$ cat src/sv/icwl_pkg.sv
// shared types and constants for the ids channel word likelihood block
// no dependencies
package icwl_pkg;

    localparam int unsigned VAL_W  = 32;   // lattice value, q1.31
    localparam int unsigned WGT_W  = 17;   // weight, q1.16
    localparam int unsigned PROD_W = 33;   // product after the 16-bit shift
    localparam int unsigned SUM_W  = 35;   // sum of three products
    localparam int unsigned IDX_W  = 3;    // register index width

    localparam logic [VAL_W-1:0] ONE_Q31 = 32'h8000_0000;
    localparam logic [WGT_W-1:0] ONE_Q16 = 17'h1_0000;

    // register indexes
    localparam logic [IDX_W-1:0] REG_INS_NONE = 3'd0;
    localparam logic [IDX_W-1:0] REG_INS_ONE  = 3'd1;
    localparam logic [IDX_W-1:0] REG_INS_TWO  = 3'd2;
    localparam logic [IDX_W-1:0] REG_DEL      = 3'd3;
    localparam logic [IDX_W-1:0] REG_SUB_SAME = 3'd4;
    localparam logic [IDX_W-1:0] REG_SUB_DIFF = 3'd5;

    // action codes
    localparam logic ACT_DIRECT = 1'b0;
    localparam logic ACT_NEIGH  = 1'b1;

    localparam logic [1:0] NB_LAST = 2'd3;

    typedef struct packed {
        logic [WGT_W-1:0] ins_none;
        logic [WGT_W-1:0] ins_one;
        logic [WGT_W-1:0] ins_two;
        logic [WGT_W-1:0] del;
        logic [WGT_W-1:0] sub_same;
        logic [WGT_W-1:0] sub_diff;
    } weights_t;

    typedef struct packed {
        logic init;      // load start value of row 0
        logic mul_en;    // register the three products
        logic add_en;    // sum, saturate and store
        logic sent_bit;  // sent symbol of the current row
    } cell_ctrl_t;

    typedef enum logic [1:0] {
        ST_IDLE,
        ST_MUL,
        ST_ADD,
        ST_DONE
    } state_t;

endpackage

$ cat src/sv/icwl_cell.sv
// one lattice column: holds its value and updates it row by row
// depends on icwl_pkg
module icwl_cell (
    input  logic                     aclk,
    input  icwl_pkg::cell_ctrl_t     ctrl,
    input  icwl_pkg::weights_t       wgt,
    input  logic [31:0]              init_val,
    input  logic [31:0]              nb1_val,   // column t-1
    input  logic [31:0]              nb2_val,   // column t-2
    input  logic                     b1,        // received symbol t-1
    input  logic                     b2,        // received symbol t-2
    output logic [31:0]              val
);
    import icwl_pkg::*;

    logic [VAL_W-1:0]  val_reg;
    logic [PROD_W-1:0] p_del_reg, p_sub_reg, p_ins_reg;
    logic [WGT_W-1:0]  w_sub, w_ins;
    logic [1:0]        ndiff;
    logic [48:0]       m_del, m_sub, m_ins;
    logic [SUM_W-1:0]  sum;

    // weight selection by symbol mismatch
    always_comb begin
        ndiff = {1'b0, ctrl.sent_bit ^ b1} + {1'b0, ctrl.sent_bit ^ b2};
        w_sub = (ctrl.sent_bit ^ b1) ? wgt.sub_diff : wgt.sub_same;
        case (ndiff)
            2'd0:    w_ins = wgt.ins_none;
            2'd1:    w_ins = wgt.ins_one;
            default: w_ins = wgt.ins_two;
        endcase
    end

    assign m_del = 49'(val_reg) * 49'(wgt.del);
    assign m_sub = 49'(nb1_val) * 49'(w_sub);
    assign m_ins = 49'(nb2_val) * 49'(w_ins);

    assign sum = SUM_W'(p_del_reg) + SUM_W'(p_sub_reg) + SUM_W'(p_ins_reg);

    // products, then saturated sum
    always_ff @(posedge aclk) begin
        if (ctrl.mul_en) begin
            p_del_reg <= m_del[48:16];
            p_sub_reg <= m_sub[48:16];
            p_ins_reg <= m_ins[48:16];
        end
        if (ctrl.init) begin
            val_reg <= init_val;
        end else if (ctrl.add_en) begin
            val_reg <= (sum > SUM_W'(ONE_Q31)) ? ONE_Q31 : sum[VAL_W-1:0];
        end
    end

    assign val = val_reg;

    ap_sat : assert property (@(posedge aclk)
        $past(ctrl.add_en) && !$past(ctrl.init) |-> val_reg <= ONE_Q31)
        else $error("cell value above one");

    ap_excl : assert property (@(posedge aclk) !(ctrl.mul_en && ctrl.add_en))
        else $error("multiply and add in the same cycle");

    ap_init : assert property (@(posedge aclk) ctrl.init |=> val_reg == $past(init_val))
        else $error("cell start value not loaded");

endmodule

$ cat config.mk
export PLATFORM = sky130hd
export DESIGN_NAME = icwl_cell
export DESIGN_NICKNAME = d
export VERILOG_FILES = /design/src/sv/icwl_pkg.sv /design/src/sv/icwl_cell.sv
export SDC_FILE = /design/constraint.sdc
export NUM_CORES = 2
export LEC_CHECK = 0
export ABC_AREA = 1
export BUFFER_PORTS_ARGS = -buffer_cell sky130_fd_sc_hd__buf_2
export CAP_MARGIN = 20
export CORE_MARGIN = 4
export CORE_UTILIZATION = 41
export DETAILED_ROUTE_END_ITERATION = 7
export MAX_ROUTING_LAYER = met4
export PLACE_DENSITY = 0.57
export SYNTH_ARGS = -nofsm -noshare
export SYNTH_HDL_FRONTEND = slang
export SYNTH_SLANG_ARGS = --single-unit
$ cat constraint.sdc
create_clock -name aclk -period 14.09 [get_ports aclk]
set_clock_uncertainty 0.15 [all_clocks]
set_input_delay 0.7045 -clock aclk [delete_from_list [all_inputs] [get_ports aclk]]
set_output_delay 0.7045 -clock aclk [all_outputs]
set_load 0.05 [all_outputs]
# Yosys cells after proc, flatten, opt, wreduce, memory -nomap -nowiden
# Index checks and enable logic that the tools add are counted.
dict set report totals {
  word_cells 21
  output_inout_bits 32
  ff_bits 131
}
dict set report classes {
  n_addsub 3
  muxes 5
  n_lt_le_gt_ge 1
  mul 3
  n_eq_ne 1
  n_bitwise 2
  n_reduce_logical 2
}
# operator n
set ops {}
lappend ops {{32-bit by 17-bit multiplier with 49-bit output} 3}
lappend ops {{32-bit two-way mux} 3}
lappend ops {{34-bit by 33-bit adder with 35-bit output} 1}
lappend ops {{35-bit by 32-bit > comparator with 1-bit output, second input constant} 1}
lappend ops {{33-bit by 33-bit adder with 34-bit output} 1}
lappend ops {{17-bit case mux with 2 select lines} 1}
lappend ops {{17-bit two-way mux} 1}
lappend ops {{1-bit by 1-bit adder with 2-bit output} 1}
lappend ops {{2-bit by 1-bit == test with 1-bit output, second input constant} 1}
lappend ops {{2-bit logical NOT} 1}
lappend ops {{2-bit nonzero test} 1}
lappend ops {{1-bit bitwise XOR} 2}

# Depth between registers and ports, before layout
dict set report depth {
  ltp_word 6
  mapped_depth 37
  mapped_depth_nobuf 33
}

# Least setup slack after synthesis
# Ideal clock, no wire load.
dict set report synth_path {
  path_type {input port to flip-flop}
  startpoint {input port ctrl[0] in the netlist's numbering}
  endpoint {register p_ins_reg[23] (data pin)}
  cell_stages 31
  path_slack_ns 6.165
  setup_time_ns 0.258
  arrival_time_ns 7.517
  cell_sequence {or2_1 nand2_1 clkbuf_1 ha_1 clkbuf_1 clkbuf_1 a221o_1 o21ai_1 clkbuf_1 nor2_1 fa_1 inv_1 fa_1 fa_1 inv_1 fa_1 fa_1 inv_1 fa_1 inv_1 ha_1 nand2_1 nor2_1 inv_1 nor2_1 inv_1 nor4_1 a21oi_1 o21ai_0 a21oi_1 xnor2_1}
}
dict set report synth_via {
  elab_chain_cells 5
  elab_cells_between_ends 7
  cone_classes {add/sub: 1; mul: 1; eq/ne: 1; mux: 1; bitwise: 2; reduce/logical: 1}
}
# element line_no
set synth_rtl {}
lappend synth_rtl {{from (decl)} icwl_cell.sv:5} ;# input icwl_pkg::cell_ctrl_t ctrl,
lappend synth_rtl {{1-bit bitwise XOR} icwl_cell.sv:25} ;# ndiff = {1'b0, ctrl.sent_bit ^ b1} + {1'b0, ctrl.sent_bit ^ b2};
lappend synth_rtl {{1-bit by 1-bit adder with 2-bit output (*)} icwl_cell.sv:25}
lappend synth_rtl {{2-bit by 1-bit == test with 1-bit output / 2-bit logical NOT (equally long branches)} icwl_cell.sv:27} ;# case (ndiff)
lappend synth_rtl {{17-bit case mux with 2 select lines (*)} icwl_cell.sv:27}
lappend synth_rtl {{32-bit by 17-bit multiplier with 49-bit output (*)} icwl_cell.sv:36} ;# assign m_ins = 49'(nb2_val) * 49'(w_ins);
lappend synth_rtl {{via m_ins[39]} icwl_cell.sv:20} ;# logic [48:0] m_del, m_sub, m_ins;
lappend synth_rtl {{to (signal assigned)} icwl_cell.sv:45} ;# p_ins_reg <= m_ins[48:16];
lappend synth_rtl {{to (decl)} icwl_cell.sv:17} ;# logic [PROD_W-1:0] p_del_reg, p_sub_reg, p_ins_reg;
# The timed path passes the listed nets; every way through them passes the cells marked *.
# A chain may end at the register's enable or synchronous reset.

# Worst setup path in the final report
# Same ends and word-level chain as after synthesis.

==> metrics.yaml <==
synthCells: 7512
crit_end: "p_ins_reg[23]"
multi_input_area_um2: 46800
fin_crit_ns: 10.09
cap_violations: 0
synth_area_um2: 59400
async_reset_ff_share_pct: 0
die_x_um: 389
synth_top_area_share_pct: 46.3
cts_tree: "built"
drcViolationCount: 0
io_buffers: 236
layout.nets: 9508
nFillCells: 14700
cp.arrival_ns: 10.13
place_congestion: 0.936
startpoint: "ctrl[0]"
r2r_slack_ns: 6.90
die_height_um: 389
cts_setup_buffers: 0
drtPass1Iterations: 5
grt_usage_pct: 25.6
synth_area_leaders: "fa_1, inv_1, nand2_1, ha_1, edfxtp_1"
grt_pass1_vias: 51600
timing.rr.end: "p_del_reg[23]"
rows: 139
hold_path_class: "primary input to flop"
yosysWarningCount: 0
start_util_pct: 41.3
tightest_slew_ns: 1.09
crit_fanout: 26
rsz0062_at_grt: "false"
die_area_um2: 151000
ys_types: 41
slowest_stage: "ha_1"
reg2reg_from: "val[15]"
grt_max_degree: 75
ctsResizeCount: 0
finalCritPeriodShare_pct: 71.6
slew_headroom_pct: 27.6
setup-tns-final_ns: 0
hold_viol: 0
cts_max_path_buffers: 2
first_iter_violations: 2805
cts_made_buffers: 17
required_ns: 14.13
reg2regPathDepth: 20
drive_gt1_share_pct: 5.13
wirelength_um: 182000
insertion_delay_ns: 0.45
synth_fp_nets: 9489
via_count: 47700
most-common-layout-cells: "inv_1, nand2_1, fa_1, nor2_1, ha_1"
drtAntennaViolNets: 0
final_common_cell: "inv_1"
critPathCaptureType: "flop"
wl_per_cell_um: 19.3
root_buffer: "clkbuf_16"
slew_viol_final: 0
via_per_inst: 5.05
yosysTopAreaCell: "fa_1"
seqCellArea_um2: 3930
htree_levels: 4
grt-ovfl-total: 0
core_area_um2: 144000
synth_seq_cells: 131
grt_pass1_wl_um: 293000
io_pins: 237
fmax_ghz: 0.0991
area_growth_pct: 5.76
avgSynthCellArea_um2: 7.91
setup_viol: 0
antenna_found_initial: 1
cp-start-kind: "primary input"
worstSetupPathType: "primary input to flop"
synth_edf_count: 131
slowest_delay_ns: 0.93
ctsHoldBuffers: 0
synth_ff_type: "edfxtp_1"
yosysSeqAreaShare_pct: 6.62
hpwl_um: 154000
clkSinkCount: 131
clkSlewWorstSetupHoldPaths_ns: 0.06
status: "finished clean"
-- worst max-delay path: cells and delay by family --
family          cells  cell delay [ns]
xor+xnor            1             0.15
fa+ha+maj           8             4.31
simple gates        9             2.00
compound gates      3             0.72
buf+inv             9             2.17
-- metrics by stage --
step	worst slack, ns	std cells	util, %	instance area (um^2)	hold slack, ns
after floorplan	6.17	7512	-	59400	0.654
after global placement	3.82	9415	43.3	62300	0.746
after detailed placement	3.49	9415	43.3	62300	0.758
after CTS	3.92	9447	43.7	62900	0.418
after global routing	3.27	9447	43.7	62900	0.446
final	4.00	9448	43.7	62900	0.442
-- worst min-delay path by stage --
stage                             from      end  slack (ns)  cells past startpoint
after global routing       init_val[2]   val[2]        0.45                      3
after floorplan           p_ins_reg[0]   val[0]        0.65                      5
final                      init_val[2]   val[2]        0.44                      3
after global placement    p_sub_reg[0]   val[0]        0.75                      5
after CTS                 init_val[14]  val[14]        0.42                      3
after detailed placement  p_del_reg[0]   val[0]        0.76                      5
-- cell type report --
class,instances,area share [%]
Antenna cell,1,0.00398
Clock buffer,17,0.677
Clock inverter,15,0.225
Inverter,2028,12.1
Multi-Input combinational cell,5067,74.5
Sequential cell,131,6.26
Tap cell,1903,3.79
Timing Repair Buffer,286,2.48
-- cells in the mapped netlist, types with 27 or more instances --
library cell	n
nor2_1	633
nand3_1	99
nand2_1	1855
ha_1	397
or2_2	32
fa_1	1375
a21oi_1	233
clkbuf_1	265
xor2_1	72
xnor2_1	32
edfxtp_1	131
o21a_1	27
o21ai_0	106
inv_1	1998
-- kinds of logic after synthesis --
logic type,share of synthesized area (%)
AOI/OAI and AO/OA,4.45
DFF,6.62
buffers and inverters,14.7
xor gates and xnor gates,1.53
and+or+nand+nor,18.0
adders and majority gates,54.7
-- routing by layer --
layer	vias up	track usage [%]	part of all wire, %
met3	241	2.49	5.5
li1	21600	-	-
met4	0	6.48	2.9
met1	24500	33.8	43
met5	-	-	0
met2	1382	42.6	49
Power is not shown: default switching activity piles up to over one toggle a cycle in this logic, so the estimate is an artifact.
